File: src/rtl/assert_macros.svh
// Assertion macros for the HTTP response deframer RTL.
// Included by the top level; no other dependencies.
`ifndef ASSERT_MACROS_SVH
`define ASSERT_MACROS_SVH
`ifndef SYNTH
`define ASSERT_IMPLY(label, clk, rstn, a, c) \
    label: assert property (@(posedge clk) disable iff (!rstn) (a) |-> (c)) \
        else $error("assertion failed");
`define ASSERT_NEXT(label, clk, rstn, a, c) \
    label: assert property (@(posedge clk) disable iff (!rstn) (a) |=> (c)) \
        else $error("assertion failed");
`else
`define ASSERT_IMPLY(label, clk, rstn, a, c)
`define ASSERT_NEXT(label, clk, rstn, a, c)
`endif
`endif

File: src/rtl/hrd_pkg.sv
// Shared types and constants for the HTTP response deframer.
// No dependencies.
package hrd_pkg;
    localparam int COUNT_BITS = 32;
    localparam logic [COUNT_BITS-1:0] COUNT_MAX = '1;
    localparam logic [16:0] STATUS_LIMIT = 17'd99999;
    localparam int QDEPTH = 4;
    localparam int QAW = 2;

    // queue entry between front and back
    typedef struct packed {
        logic [7:0]  body_byte;
        logic        is_final;
        logic [1:0]  result_code;
        logic [17:0] http_status;
        logic [31:0] discard_tail;
    } hrd_res_t;

    function automatic logic is_ws(input logic [7:0] c);
        return (c == 8'd32) || (c >= 8'd9 && c <= 8'd13);
    endfunction
    function automatic logic is_dig(input logic [7:0] c);
        return c >= 8'd48 && c <= 8'd57;
    endfunction
    function automatic logic [7:0] to_low(input logic [7:0] c);
        return (c >= 8'd65 && c <= 8'd90) ? c + 8'd32 : c;
    endfunction
    // hex digit: {valid, value}
    function automatic logic [4:0] hex_val(input logic [7:0] c);
        logic [7:0] l;
        l = to_low(c);
        if (is_dig(c)) return {1'b1, c[3:0]};
        if (l >= 8'd97 && l <= 8'd102) return {1'b1, 4'(l - 8'd87)};
        return 5'd0;
    endfunction
    function automatic logic [7:0] te_char(input logic [4:0] i);
        case (i)
            5'd0: return "t";  5'd1: return "r";  5'd2: return "a";  5'd3: return "n";
            5'd4: return "s";  5'd5: return "f";  5'd6: return "e";  5'd7: return "r";
            5'd8: return "-";  5'd9: return "e";  5'd10: return "n"; 5'd11: return "c";
            5'd12: return "o"; 5'd13: return "d"; 5'd14: return "i"; 5'd15: return "n";
            5'd16: return "g";
            default: return 8'd0;
        endcase
    endfunction
    function automatic logic [7:0] cl_char(input logic [4:0] i);
        case (i)
            5'd0: return "c";  5'd1: return "o";  5'd2: return "n";  5'd3: return "t";
            5'd4: return "e";  5'd5: return "n";  5'd6: return "t";  5'd7: return "-";
            5'd8: return "l";  5'd9: return "e";  5'd10: return "n"; 5'd11: return "g";
            5'd12: return "t"; 5'd13: return "h";
            default: return 8'd0;
        endcase
    endfunction
    function automatic logic [7:0] ch_char(input logic [2:0] i);
        case (i)
            3'd0: return "c"; 3'd1: return "h"; 3'd2: return "u"; 3'd3: return "n";
            3'd4: return "k"; 3'd5: return "e"; 3'd6: return "d";
            default: return 8'd0;
        endcase
    endfunction
endpackage

File: src/rtl/hrd_front.sv
// Front end: parses status, headers and chunk framing, one beat per cycle.
// Depends on hrd_pkg.
module hrd_front import hrd_pkg::*; (
    input  logic        aclk,
    input  logic        aresetn,
    input  logic        in_valid,
    input  logic [7:0]  in_byte,
    input  logic        in_end,
    output logic        res_valid,
    output hrd_res_t    res
);
    localparam logic [2:0] PH_STATUS = 3'd0, PH_HEADER = 3'd1, PH_BODY = 3'd2,
                           PH_CHUNK = 3'd3, PH_IGNORE = 3'd4;
    localparam logic [1:0] LM_NAME = 2'd0, LM_CL = 2'd1, LM_TE = 2'd2, LM_OTHER = 2'd3;
    localparam logic [3:0] CS_WS = 4'd0, CS_SIGN = 4'd1, CS_DIG = 4'd2, CS_ZERO = 4'd4,
                           CS_PREFIX = 4'd5, CS_REST = 4'd6, CS_DATA = 4'd7,
                           CS_SKIP = 4'd8, CS_STOP = 4'd9;

    logic [2:0]  phase_reg, phase_next;
    logic [23:0] recent_reg, recent_next;
    logic [16:0] st_acc_reg, st_acc_next;
    logic [1:0]  st_spaces_reg, st_spaces_next, st_sub_reg, st_sub_next;
    logic [1:0]  st_result_reg, st_result_next;
    logic        st_neg_reg, st_neg_next, st_digit_reg, st_digit_next;
    logic [4:0]  nm_pos_reg, nm_pos_next;
    logic [1:0]  nm_flags_reg, nm_flags_next, line_mode_reg, line_mode_next;
    logic [2:0]  ch_pos_reg, ch_pos_next;
    logic        chunked_reg, chunked_next;
    logic [COUNT_BITS-1:0] val_acc_reg, val_acc_next;
    logic [1:0]  val_sub_reg, val_sub_next;
    logic        val_neg_reg, val_neg_next, val_digit_reg, val_digit_next;
    logic [COUNT_BITS-1:0] len_reg, len_next;
    logic        len_valid_reg, len_valid_next;
    logic [3:0]  cs_reg, cs_next;
    logic        skip_reg, skip_next;
    logic [COUNT_BITS-1:0] rem_reg, rem_next, body_reg, body_next;
    logic        res_valid_next;
    hrd_res_t    res_next;

    logic [7:0]  c, lc, prev;
    logic [4:0]  hx;
    logic        emit;
    logic [COUNT_BITS+3:0] dec_mul;
    logic [COUNT_BITS+4:0] dec_sum;
    logic [20:0] st_mul;

    always_ff @(posedge aclk) begin
        if (!aresetn) begin
            phase_reg <= PH_STATUS; recent_reg <= '0; st_acc_reg <= '0;
            st_spaces_reg <= '0; st_sub_reg <= '0; st_result_reg <= '0;
            st_neg_reg <= 1'b0; st_digit_reg <= 1'b0;
            nm_pos_reg <= '0; nm_flags_reg <= 2'b11; line_mode_reg <= LM_NAME;
            ch_pos_reg <= '0; chunked_reg <= 1'b0;
            val_acc_reg <= '0; val_sub_reg <= '0; val_neg_reg <= 1'b0;
            val_digit_reg <= 1'b0; len_reg <= '0; len_valid_reg <= 1'b0;
            cs_reg <= CS_WS; skip_reg <= 1'b0; rem_reg <= '0; body_reg <= '0;
            res_valid <= 1'b0;
        end else begin
            phase_reg <= phase_next; recent_reg <= recent_next; st_acc_reg <= st_acc_next;
            st_spaces_reg <= st_spaces_next; st_sub_reg <= st_sub_next;
            st_result_reg <= st_result_next; st_neg_reg <= st_neg_next;
            st_digit_reg <= st_digit_next; nm_pos_reg <= nm_pos_next;
            nm_flags_reg <= nm_flags_next; line_mode_reg <= line_mode_next;
            ch_pos_reg <= ch_pos_next; chunked_reg <= chunked_next;
            val_acc_reg <= val_acc_next; val_sub_reg <= val_sub_next;
            val_neg_reg <= val_neg_next; val_digit_reg <= val_digit_next;
            len_reg <= len_next; len_valid_reg <= len_valid_next;
            cs_reg <= cs_next; skip_reg <= skip_next; rem_reg <= rem_next;
            body_reg <= body_next; res_valid <= res_valid_next;
        end
    end
    always_ff @(posedge aclk) res <= res_next;

    // per-beat parse step
    always_comb begin
        phase_next = phase_reg; recent_next = recent_reg; st_acc_next = st_acc_reg;
        st_spaces_next = st_spaces_reg; st_sub_next = st_sub_reg;
        st_result_next = st_result_reg; st_neg_next = st_neg_reg;
        st_digit_next = st_digit_reg; nm_pos_next = nm_pos_reg;
        nm_flags_next = nm_flags_reg; line_mode_next = line_mode_reg;
        ch_pos_next = ch_pos_reg; chunked_next = chunked_reg;
        val_acc_next = val_acc_reg; val_sub_next = val_sub_reg;
        val_neg_next = val_neg_reg; val_digit_next = val_digit_reg;
        len_next = len_reg; len_valid_next = len_valid_reg; cs_next = cs_reg;
        skip_next = skip_reg; rem_next = rem_reg; body_next = body_reg;
        res_valid_next = 1'b0; res_next = '0; emit = 1'b0;
        c = in_byte; lc = to_low(in_byte); prev = recent_reg[7:0]; hx = hex_val(in_byte);
        dec_mul = {4'd0, val_acc_reg} * (COUNT_BITS+4)'(10);
        dec_sum = {1'b0, dec_mul} + (COUNT_BITS+5)'(c - 8'd48);
        st_mul = {4'd0, st_acc_reg} * 21'd10 + 21'(c - 8'd48);
        if (in_valid && in_end) begin
            // closing summary, then back to reset state
            res_valid_next = 1'b1;
            res_next.is_final = 1'b1;
            res_next.result_code = (phase_reg == PH_STATUS || phase_reg == PH_HEADER)
                                   ? 2'd1 : st_result_reg;
            if (res_next.result_code == 2'd0)
                res_next.http_status = st_neg_reg ? 18'(-{1'b0, st_acc_reg})
                                                  : {1'b0, st_acc_reg};
            if (phase_reg == PH_CHUNK && cs_reg == CS_DATA) res_next.discard_tail = body_reg;
            phase_next = PH_STATUS; recent_next = '0; st_acc_next = '0;
            st_spaces_next = '0; st_sub_next = '0; st_result_next = '0;
            st_neg_next = 1'b0; st_digit_next = 1'b0; nm_pos_next = '0;
            nm_flags_next = 2'b11; line_mode_next = LM_NAME; ch_pos_next = '0;
            chunked_next = 1'b0; val_acc_next = '0; val_sub_next = '0;
            val_neg_next = 1'b0; val_digit_next = 1'b0; len_next = '0;
            len_valid_next = 1'b0; cs_next = CS_WS; skip_next = 1'b0;
            rem_next = '0; body_next = '0;
        end else if (in_valid) begin
            recent_next = {recent_reg[15:0], c};
            case (phase_reg)
                PH_STATUS: begin
                    if (c == 8'd10 && prev == 8'd13) begin
                        if (st_spaces_reg < 2'd2) st_result_next = 2'd2;
                        else if (!st_digit_reg) st_result_next = 2'd3;
                        else st_result_next = 2'd0;
                        phase_next = PH_HEADER;
                        nm_pos_next = '0; nm_flags_next = 2'b11; line_mode_next = LM_NAME;
                        val_acc_next = '0; val_sub_next = '0;
                        val_neg_next = 1'b0; val_digit_next = 1'b0;
                    end else if (st_spaces_reg == 2'd0) begin
                        if (c == 8'd32) st_spaces_next = 2'd1;
                    end else if (st_spaces_reg == 2'd1) begin
                        if (c == 8'd32) st_spaces_next = 2'd2;
                        else if (st_sub_reg == 2'd0 && is_ws(c)) begin
                        end else if (st_sub_reg == 2'd0 && (c == "+" || c == "-")) begin
                            st_neg_next = (c == "-"); st_sub_next = 2'd1;
                        end else if (st_sub_reg <= 2'd2 && is_dig(c)) begin
                            st_acc_next = (st_mul > 21'(STATUS_LIMIT)) ? STATUS_LIMIT
                                                                      : st_mul[16:0];
                            st_digit_next = 1'b1; st_sub_next = 2'd2;
                        end else st_sub_next = 2'd3;
                    end
                end
                PH_HEADER: begin
                    if (c == 8'd10) begin
                        // CR LF CR before this LF closes the header section
                        if (recent_reg == 24'h0D0A0D) begin
                            recent_next = '0; body_next = '0;
                            if (st_result_reg != 2'd0) phase_next = PH_IGNORE;
                            else if (chunked_reg) begin
                                phase_next = PH_CHUNK; cs_next = CS_WS; rem_next = '0;
                            end else phase_next = PH_BODY;
                        end else begin
                            if (line_mode_reg == LM_CL && val_digit_reg) begin
                                if (val_neg_reg && val_acc_reg != '0) len_valid_next = 1'b0;
                                else begin
                                    len_next = val_acc_reg; len_valid_next = 1'b1;
                                end
                            end
                            nm_pos_next = '0; nm_flags_next = 2'b11; line_mode_next = LM_NAME;
                            val_acc_next = '0; val_sub_next = '0;
                            val_neg_next = 1'b0; val_digit_next = 1'b0;
                        end
                    end else begin
                        case (line_mode_reg)
                            LM_NAME: begin
                                if (c == ":") begin
                                    if (nm_pos_reg == 5'd17 && nm_flags_reg[0]) begin
                                        line_mode_next = LM_TE; chunked_next = 1'b0;
                                        ch_pos_next = '0;
                                    end else if (nm_pos_reg == 5'd14 && nm_flags_reg[1])
                                        line_mode_next = LM_CL;
                                    else line_mode_next = LM_OTHER;
                                end else begin
                                    if (!(nm_pos_reg < 5'd17 && te_char(nm_pos_reg) == lc))
                                        nm_flags_next[0] = 1'b0;
                                    if (!(nm_pos_reg < 5'd14 && cl_char(nm_pos_reg) == lc))
                                        nm_flags_next[1] = 1'b0;
                                    if (nm_pos_reg < 5'd31) nm_pos_next = nm_pos_reg + 5'd1;
                                end
                            end
                            LM_CL: begin
                                if (val_sub_reg == 2'd0 && is_ws(c)) begin
                                end else if (val_sub_reg == 2'd0 && (c == "+" || c == "-")) begin
                                    val_neg_next = (c == "-"); val_sub_next = 2'd1;
                                end else if (val_sub_reg <= 2'd2 && is_dig(c)) begin
                                    val_acc_next = (dec_sum[COUNT_BITS+4:COUNT_BITS] != '0)
                                                   ? COUNT_MAX : dec_sum[COUNT_BITS-1:0];
                                    val_digit_next = 1'b1; val_sub_next = 2'd2;
                                end else val_sub_next = 2'd3;
                            end
                            LM_TE: begin
                                if (!chunked_reg) begin
                                    if (ch_char(ch_pos_reg) == lc) ch_pos_next = ch_pos_reg + 3'd1;
                                    else ch_pos_next = (lc == "c") ? 3'd1 : 3'd0;
                                    if (ch_pos_next >= 3'd7) begin
                                        chunked_next = 1'b1; ch_pos_next = '0;
                                    end
                                end
                            end
                            default: ;
                        endcase
                    end
                end
                PH_BODY: begin
                    if (!len_valid_reg || body_reg < len_reg) begin
                        emit = 1'b1;
                        if (body_reg != COUNT_MAX) body_next = body_reg + COUNT_BITS'(1);
                    end
                end
                PH_CHUNK: begin
                    if (cs_reg <= CS_REST && c == 8'd10 && prev == 8'd13) begin
                        if (cs_reg == CS_REST) begin
                            cs_next = CS_DATA; body_next = '0;
                        end else cs_next = CS_STOP;
                    end else begin
                        case (cs_reg)
                            CS_WS, CS_SIGN, CS_ZERO, CS_PREFIX, CS_DIG: begin
                                if (cs_reg == CS_WS && is_ws(c)) begin
                                end else if (cs_reg == CS_WS && c == "+") cs_next = CS_SIGN;
                                else if ((cs_reg == CS_WS || cs_reg == CS_SIGN) && c == "0")
                                    cs_next = CS_ZERO;
                                else if (cs_reg == CS_ZERO && (c == "x" || c == "X"))
                                    cs_next = CS_PREFIX;
                                else if (hx[4]) begin
                                    if (cs_reg == CS_DIG &&
                                        rem_reg[COUNT_BITS-1:COUNT_BITS-4] != 4'd0)
                                        cs_next = CS_STOP;
                                    else begin
                                        rem_next = (cs_reg == CS_DIG)
                                            ? {rem_reg[COUNT_BITS-5:0], hx[3:0]}
                                            : COUNT_BITS'(hx[3:0]);
                                        cs_next = CS_DIG;
                                    end
                                end else if (cs_reg == CS_DIG)
                                    cs_next = (rem_reg == '0) ? CS_STOP : CS_REST;
                                else cs_next = CS_STOP;
                            end
                            CS_DATA: begin
                                emit = 1'b1;
                                rem_next = rem_reg - COUNT_BITS'(1);
                                if (body_reg != COUNT_MAX) body_next = body_reg + COUNT_BITS'(1);
                                if (rem_reg == COUNT_BITS'(1)) begin
                                    cs_next = CS_SKIP; skip_next = 1'b1;
                                end
                            end
                            CS_SKIP: begin
                                skip_next = 1'b0;
                                if (!skip_reg) begin
                                    cs_next = CS_WS; rem_next = '0; recent_next = '0;
                                end
                            end
                            default: ;
                        endcase
                    end
                end
                default: ;
            endcase
            if (emit) begin
                res_valid_next = 1'b1; res_next.body_byte = c;
            end
        end
    end
endmodule

File: src/rtl/hrd_queue.sv
// Small result FIFO between front and back; registered output beat.
// Depends on hrd_pkg.
module hrd_queue import hrd_pkg::*; (
    input  logic     aclk,
    input  logic     aresetn,
    input  logic     wr_en,
    input  hrd_res_t wr_data,
    output logic     full,
    output logic     m_valid,
    input  logic     m_ready,
    output hrd_res_t m_data
);
    hrd_res_t mem [QDEPTH];
    logic [QAW-1:0] wp_reg, rp_reg;
    logic [QAW:0]   cnt_reg, cnt_next;
    logic           rd;

    assign m_valid = (cnt_reg != '0);
    assign rd      = m_valid && m_ready;
    assign m_data  = mem[rp_reg];
    assign full    = (cnt_reg >= (QAW+1)'(QDEPTH-2));
    assign cnt_next = cnt_reg + (QAW+1)'(wr_en) - (QAW+1)'(rd);

    always_ff @(posedge aclk) begin
        if (!aresetn) begin
            wp_reg <= '0; rp_reg <= '0; cnt_reg <= '0;
        end else begin
            if (wr_en) wp_reg <= wp_reg + 1'b1;
            if (rd) rp_reg <= rp_reg + 1'b1;
            cnt_reg <= cnt_next;
        end
    end
    always_ff @(posedge aclk) begin
        if (wr_en) mem[wp_reg] <= wr_data;
    end
endmodule

File: src/rtl/http_response_deframer_unit.sv
// HTTP/1.1 response deframer top level: parser front, result queue back.
// Depends on hrd_pkg, hrd_front, hrd_queue and assert_macros.svh.
//
// Usage: raw response bytes enter on s_data_byte, one beat each, with
// s_end_of_response marking the close of a response (no byte carried).
// Body bytes leave on m_body_byte with m_is_final low; the end beat yields
// one summary beat with m_is_final high carrying result code, status and
// the count of trailing bytes from a cut-off chunk.
// Throughput: one input beat per cycle while the queue has room.
// Path: a result reaches m_* from its input beat through one front register
// stage and then one queue write; a low m_ready can hold it in the queue.
// Reset: all parse state returns to the status line phase; queue empty.
// Stall: when m_ready is low the four-entry queue fills; s_ready drops once
// two entries are held, leaving room for the beat in the front register.
`include "assert_macros.svh"
module http_response_deframer_unit import hrd_pkg::*; (
    input  logic        aclk,
    input  logic        aresetn,
    input  logic        s_valid,
    output logic        s_ready,
    input  logic [7:0]  s_data_byte,
    input  logic        s_end_of_response,
    output logic        m_valid,
    input  logic        m_ready,
    output logic [7:0]  m_body_byte,
    output logic        m_is_final,
    output logic [1:0]  m_result_code,
    output logic signed [17:0] m_http_status,
    output logic [31:0] m_discard_tail
);
    logic     full, res_valid;
    hrd_res_t res, q_out;

    assign s_ready = !full;

    hrd_front u_front (
        .aclk(aclk), .aresetn(aresetn), .in_valid(s_valid && s_ready),
        .in_byte(s_data_byte), .in_end(s_end_of_response),
        .res_valid(res_valid), .res(res)
    );

    hrd_queue u_queue (
        .aclk(aclk), .aresetn(aresetn), .wr_en(res_valid), .wr_data(res),
        .full(full), .m_valid(m_valid), .m_ready(m_ready), .m_data(q_out)
    );

    assign m_body_byte    = q_out.body_byte;
    assign m_is_final     = q_out.is_final;
    assign m_result_code  = q_out.result_code;
    assign m_http_status  = q_out.http_status;
    assign m_discard_tail = q_out.discard_tail;

    // assertions
    `ASSERT_NEXT(a_end_gives_final, aclk, aresetn, s_valid && s_ready && s_end_of_response, res_valid && res.is_final)
    `ASSERT_IMPLY(a_byte_beat_clean, aclk, aresetn, m_valid && !m_is_final, m_result_code == 2'd0 && m_discard_tail == 32'd0)
    `ASSERT_IMPLY(a_no_overflow, aclk, aresetn, res_valid, u_queue.cnt_reg < 3'd4 || m_ready)
endmodule

File: config.mk
export PLATFORM = sky130hd
export DESIGN_NAME = http_response_deframer_unit
export DESIGN_NICKNAME = d
export VERILOG_FILES = /design/src/rtl/hrd_pkg.sv /design/src/rtl/hrd_front.sv /design/src/rtl/hrd_queue.sv /design/src/rtl/http_response_deframer_unit.sv
export VERILOG_INCLUDE_DIRS = /design/src /design/src/rtl
export SDC_FILE = /design/constraint.sdc
export NUM_CORES = 1
export LEC_CHECK = 0
export ABC_CLOCK_PERIOD_IN_PS = 4850
export BUFFER_PORTS_ARGS = -buffer_cell sky130_fd_sc_hd__buf_2
export CAP_MARGIN = 20
export CORE_MARGIN = 8
export CORE_UTILIZATION = 57
export DETAILED_ROUTE_END_ITERATION = 6
export GPL_ROUTABILITY_DRIVEN = 1
export PLACE_DENSITY = 0.77
export SYNTH_ARGS = -nofsm -noshare
export SYNTH_HDL_FRONTEND = slang
export SYNTH_SLANG_ARGS = --single-unit
File: constraint.sdc
create_clock -name aclk -period 4.85 [get_ports aclk]
set_clock_uncertainty 0.1 [all_clocks]
set_input_delay 0.2425 -clock aclk [delete_from_list [all_inputs] [get_ports aclk]]
set_output_delay 0.2425 -clock aclk [all_outputs]
set_load 0.005 [all_outputs]
* Yosys cells after proc, flatten, opt, wreduce, memory -nomap -nowiden
Memory sizes are Yosys's and may differ from the RTL's. A register that Yosys moved wholly into a read port is not among the register bits.
Cells that the tools add are included.
** Storage, ports and cells
- Bits in latches :: 0
- Bits in writable memories :: 244
- ROM bits :: 336
- Memories kept :: 3
- Input bits :: 13
- Bits in registers :: 272
** Memory list
- u_queue.mem :: words 4, width 61, rd ports 1, clocked after memory_dff 1, wr ports 1, line hrd_queue.sv:13 : hrd_res_t mem [QDEPTH];
- (name not given) :: words 32, width 7, rd ports 1, clocked after memory_dff 1, wr ports 0, line hrd_pkg.sv:37 : case (i)
- (name not given) :: words 16, width 7, rd ports 1, clocked after memory_dff 1, wr ports 0, line hrd_pkg.sv:47 : case (i)
** Operators by class
- Reductions and logical operators :: 83
- Eq/ne operators :: 76
- Add/sub/neg operators :: 15
- Order comparisons :: 19
- Bitwise logic cells :: 12
- Divide/modulo/power cells :: 0
- Mux-type cells :: 184
- $mul :: 2
- Shifts and indexed selects :: 0
** Operator list (count)
- 2-to-1 mux 32 bit :: 29
- one-hot mux 32 bit (3 select lines) :: 2
- 2-to-1 mux 8 bit :: 20
- one-hot mux 32 bit (2 select lines) :: 2
- 2-to-1 mux 24 bit :: 5
- 2-to-1 mux 4 bit :: 18
- 2-to-1 mux 5 bit :: 12
- != test 3 bit (second input constant) :: 20
- 2-to-1 mux 53 bit :: 1
- 2-to-1 mux 2 bit :: 26
- one-hot mux 7 bit (7 select lines) :: 1
- AND reduction 7 bit :: 7
- one-hot mux 24 bit (2 select lines) :: 1
- 2-to-1 mux 3 bit :: 15
- == test 8 x 6 -> 1 bit (second input constant) :: 5
- adder 36 x 37 -> 37 bit :: 1
- 2-to-1 mux 1 bit :: 36
- 2-to-1 mux 18 bit :: 2
- multiplier 32 x 3 -> 35 bit (second input constant) :: 1
- adder 32 x 1 -> 32 bit (second input constant) :: 1
- == test 32 x 1 -> 1 bit (second input constant) :: 1
- logical NOT 32 bit :: 1
- less-than comparator 32 bit :: 1
- != test 32 bit (second input constant) :: 1
- 76 further kinds :: 182

* Logic depth before layout (Yosys ltp)
- Word-level depth :: 20
- Mapped depth :: 26

* By module
A second synthesis with hierarchy kept.
** Unflattened totals
- Cell total of the unflattened synthesis :: 2855
- Area, all modules :: 28999.1 µm²
** Modules (own cells, without submodules)
- hrd_front :: cells an instance 2487, times used 1, area an instance 19641.3 µm², sequential area each 5585.4 µm²
- hrd_queue :: cells an instance 366, times used 1, area an instance 9347.7 µm², sequential area each 7507.2 µm²
- http_response_deframer_unit :: cells an instance 2, times used 1, area an instance 10.0 µm², sequential area each 0.0 µm²

* Least setup slack after synthesis
OpenSTA, ideal clock, no wires.
- Kind :: input to register
- From :: in s_data_byte[6]
- To :: reg u_front.val_acc_reg[10]
- Data arrival time :: 5094 ps
- Stages :: 16
- Slack :: -474 ps
- Library setup time :: 129 ps
- Cells stage by stage :: buf_2 -> or2_2 -> nor2_1 -> ha_1 -> clkbuf_1 -> nand2_1 -> o21ai_1 -> a31oi_1 -> o21bai_1 -> a221oi_2 -> o21a_1 -> or3_1 -> a311o_1 -> a221oi_2 -> clkbuf_1 -> nand2_1
** On the way
- Cells in the longest elaborated chain, start to end :: 10
** Ends and longest elaborated chain
- from (decl) :: line http_response_deframer_unit.sv:21 : input logic [7:0] s_data_byte,
- subtractor 8 x 6 -> 9 bit :: line hrd_front.sv:89 : dec_sum = {1'b0, dec_mul} + (COUNT_BITS+5)'(c - 8'd48);
- adder 36 x 37 -> 37 bit :: line hrd_front.sv:89
- nonzero test 5 bit :: line hrd_front.sv:178 : val_acc_next = (dec_sum[COUNT_BITS+4:COUNT_BITS] != '0)
- 2-to-1 mux 32 bit :: line hrd_front.sv:179 : ? COUNT_MAX : dec_sum[COUNT_BITS-1:0];
- 2-to-1 mux 32 bit :: line hrd_front.sv:177 : end else if (val_sub_reg <= 2'd2 && is_dig(c)) begin
- 2-to-1 mux 32 bit :: line hrd_front.sv:175 : end else if (val_sub_reg == 2'd0 && (c == "+" || c == "-")) begin
- 2-to-1 mux 32 bit :: line hrd_front.sv:174 : if (val_sub_reg == 2'd0 && is_ws(c)) begin
- 2-to-1 mux 32 bit :: line hrd_front.sv:156 : case (line_mode_reg)
- 2-to-1 mux 32 bit :: line hrd_front.sv:136 : if (c == 8'd10) begin
- one-hot mux 32 bit (2 select lines) :: line hrd_front.sv:111 : case (phase_reg)
- to (signal assigned) :: line hrd_front.sv:65 : val_acc_reg <= val_acc_next; val_sub_reg <= val_sub_next;
- to (decl) :: line hrd_front.sv:29 : logic [COUNT_BITS-1:0] val_acc_reg, val_acc_next;
Several ways; a longest one is shown, not always the timed one. The select of a mux whose other input is x is not followed.
A chain may end at the register's enable or synchronous reset.

* Final worst setup path
- From :: reg u_front.val_acc_reg[3]
- To :: reg u_front.val_acc_reg[25]
** On the way
- Cells in the longest elaborated chain, start to end :: 10
** Ends and longest elaborated chain
- multiplier 32 x 3 -> 35 bit * :: line hrd_front.sv:88 : dec_mul = {4'd0, val_acc_reg} * (COUNT_BITS+4)'(10);
- adder 36 x 37 -> 37 bit * :: line hrd_front.sv:89
- nonzero test 5 bit :: line hrd_front.sv:178
- 2-to-1 mux 32 bit * :: line hrd_front.sv:179
- 2-to-1 mux 32 bit * :: line hrd_front.sv:177
- 2-to-1 mux 32 bit * :: line hrd_front.sv:175
- 2-to-1 mux 32 bit * :: line hrd_front.sv:174
- 2-to-1 mux 32 bit * :: line hrd_front.sv:156
- 2-to-1 mux 32 bit * :: line hrd_front.sv:136
- one-hot mux 32 bit (2 select lines) * :: line hrd_front.sv:111
Mark *: on every way between the ends. The rest lies on a longest branch, timed or not. The select of a mux whose other input is x is not followed.

==> qor.csv <==
stage;metric;value;unit
run_status;status;finished, violations left;
run_status;failing checks;negative setup slack;
synthesis;Yosys top cell area share;25.8;%
final_layout;leading registers by flop count;u_queue.mem: 244 flops, u_front.res: 61 flops;
detailed_routing;final WL;72600;um
timing;Final Critical Period;5.03;ns
global_routing;Total GRT Usage;24.5;%
timing;unrepaired setup endpoints after global routing;true;
synthesis;syn nets;2954;
synthesis;area leader, netlist;edfxtp_1;
detailed_routing;First DRT Iteration DRCs;2382;
critical_path;Crit Path Category;flop to flop;
timing;Tcrit/Tclk final;104;%
synthesis;Syn. warnings;0;
clock_network;register clock-pin slew on the reported worst setup and hold paths;0.06;ns
clock_network;Max Root-Sink Buffers;3;
synthesis;Cell Area, Synth;28400;um^2
detailed_routing;Routed WL per cell;19.8;um
timing;Max Slew Vio Count;0;
detailed_routing;first-pass detailed-route iteration total;6;
timing;slew margin rel.;32.4;%
final_layout;Finished Core Util;67.8;%
die;I/O pins;76;
synthesis;syn_area_per_cell;10.4;um^2
timing;Least-Margin Pin Slew;1.01;ns
global_routing;first-pass GRT wire length;116000;um
min_path;hold crit path type;primary input to flop;
detailed_routing;vias;22600;
synthesis;post-synth cell types;96;
place;gp weighted congestion;0.927;
final_layout;most common cell after layout, fill and taps aside;dfxtp_1;
final_layout;nets@finish;3199;
final_layout;Reg area;13100;um^2
place;Post-DP Area;30700;um^2
critical_path;Worst Path Arrival;5.40;ns
final_layout;Multi-input gate area;15000;um^2
final_layout;Largest Register;u_queue.mem;
timing;Fin. Hold Viols;0;
final_layout;number of fill cells;3583;
detailed_routing;Remaining DRCs;0;
critical_path;critical path endpoint category;flop;
global_routing;largest net degree at the start of global routing;82;
die;Core Region;49100;um^2
synthesis;Synth area leaders;edfxtp_1 (26%), dfxtp_1 (20%), ha_1 (9.4%);
critical_path;startpoint type of the worst setup path;flop;
synthesis;Synth Instances;2722;
final_layout;design area;33300;um^2
final_layout;Diodes inserted;0;
die;Die H;239;um
clock_network;CTS tree;built;
detailed_routing;post-DR vias/cell;6.16;
place;PortBufs;75;
place;DP HPWL;49900;um
timing;Max Fclk;199;MHz
clock_network;Root Buffer;clkbuf_16;
global_routing;initial antenna violation count;0;
synthesis;top_reg_cell synth;dfxtp_1;
global_routing;vias in the first global route;21800;
clock_network;H-tree level count;2;
flow_run;Max-Cap Viols;0;
final_layout;commonest non-fill, non-tap cells in the layout;dfxtp_1 (279), edfxtp_1 (244), nor2_1 (238);
die;Starting Density;57.8;%
synthesis;sequential fraction of the synthesis area;46.1;%
global_routing;GRT Residual Overflow;0;
timing;count of final setup violators;32;
die;die width;239;um
synthesis;synthesized flop and latch total;532;
detailed_routing;antenna viol nets, final;0;
synthesis;Post-synth EDFFs;244;
power_and_ir_drop;power per standard cell area;309;nW/um^2
timing;worst hold slack;0.0365;ns
final_layout;Synth-to-Final Area Change;17.2;%
clock_network;clk_lat worst skew;0.61;ns
final_layout;max FFs per register;244;
die;Die ar.;57200;um^2
power_and_ir_drop;Peak supply drop;0.276;mV
place;Setup Slack @ Placement;-0.547;ns
clock_network;Clock Sinks;532;
clock_network;Inserted Clock Buffers;52;
power_and_ir_drop;Total Power;10.3;mW
critical_path;CP max FO;8;
die;Rows;81;
power_and_ir_drop;LEAKAGE;13.6;nW
synthesis;FFs w/ async S/R, synth;0;%
final_layout;ratio of cells with drive above 1 in the final layout;19.3;%
timing;fin worst setup slack;-0.182;ns
critical_path;required time worst endpoint;5.21;ns
[critical path, cell delays in order, from the launching register on]
cell	delay, ns
dfxtp_4	0.37
ha_4	0.27
ha_4	0.13
inv_2	0.04
fa_2	0.35
nor2b_2	0.14
o31a_1	0.17
o21bai_2	0.10
a31oi_4	0.19
a21oi_2	0.10
a31o_2	0.28
a21oi_2	0.17
a21oi_2	0.09
xnor2_1	0.14
ha_1	0.31
a21o_1	0.17
a21o_1	0.19
a21oi_2	0.16
o21ai_2	0.08
o31ai_2	0.26
o31ai_1	0.11
a311o_1	0.31
a221oi_4	0.24
buf_6	0.18
buf_12	0.15
o211ai_1	0.09
[cells in the mapped netlist, types with 6 or more instances]
cell      count
a211oi_1     25
nand3_1      70
or4_1         7
and3_1       51
nand2_1     192
mux4_2       61
o31ai_1      28
o21bai_1     14
a221oi_1     10
buf_2         9
xnor2_1      70
nand4_1      27
nand2b_1     23
xor2_1       60
nor3_1       69
ha_1        214
a22oi_1      64
or2_2         7
buf_1        14
o21a_1       32
dfxtp_1     288
a21o_1       57
nor2b_1      19
mux2i_1      41
o21ai_0     128
o31a_1        6
edfxtp_1    244
a32o_1        6
o221a_2      10
and4_1        9
nor4_1       31
o211ai_1     15
nor2_1      244
or3_1        30
clkbuf_1     89
inv_1        97
and2_1       27
nor3b_1       6
nand3b_1      6
o41ai_1      11
a21oi_1     184
a31oi_1      16
[kinds of logic (layout without fill, tap and decap cells)]
kind of cell / after synthesis / in the layout / share of synthesized area, %
and+or+nand+nor: 850 / 850 / 14.9
AOI/OAI and AO/OA: 671 / 671 / 15.7
DFF: 532 / 532 / 46.1
adders and majority gates: 219 / 219 / 9.79
buffers and inverters: 213 / 502 / 2.91
xor gates and xnor gates: 133 / 133 / 4.21
muxes: 104 / 104 / 6.37
[routing by layer]
| layer | wire (um) | GRT usage [%] | vias to the layer above |
|---|---|---|---|
| li1 | - | - | 10700 |
| met2 | 34500 | 40.2 | 847 |
| met5 | 0 | 0 | - |
| met1 | 32000 | 34.2 | 11000 |
| met4 | 1390 | 6.34 | 0 |
| met3 | 4700 | 2.99 | 105 |
[timing repair]
action	CTS	global route
pin swaps	38	25
gates cloned	2	1
resized for setup	65	40
endpoints found under the hold margin	21	0
hold buffers	6	0
setup buffers	24	6
setup endpoints to repair	49	49
[report_power, final]
part / leakage, nW / switching, mW / internal [mW]
combinational: 8.32 / 0.681 / 0.594
clock: 0.863 / 1.74 / 2.43
sequential: 4.43 / 0.105 / 4.74
total: 13.6 / 2.52 / 7.76
[path summary, 6_finish.rpt]
| check | startpoint | to | slack, ns | cells after the start |
|---|---|---|---|---|
| worst max register to register | u_front.val_acc_reg[3] | u_front.val_acc_reg[25] | -0.18 | 25 |
| worst max-delay path | u_front.val_acc_reg[3] | u_front.val_acc_reg[25] | -0.18 | 25 |
| worst min-delay path | s_data_byte[0] | u_front.res[53] | 0.04 | 4 |
| worst min register to register | u_front.nm_flags_reg[0] | u_front.nm_flags_reg[0] | 0.36 | 2 |
[layout make-up]
class	instances	area share, %
Multi-Input combinational cell	1977	45.0
Sequential cell	532	39.4
Timing Repair Buffer	306	6.60
Clock buffer	64	4.17
Tap cell	664	2.50
Clock inverter	34	1.19
Inverter	98	1.11
[stage by stage]
| step | setup TNS (ns) | instances |
|---|---|---|
| 2_1_floorplan | -3.57 | 2722 |
| 3_3_place_gp | -12.54 | 3540 |
| 3_5_place_dp | -16.29 | 3540 |
| 4_1_cts | -4.12 | 3670 |
| 5_1_grt | -13.12 | 3675 |
| 6_report | -4.19 | 3675 |
No activity file was read; power rests on OpenSTA's default activity.
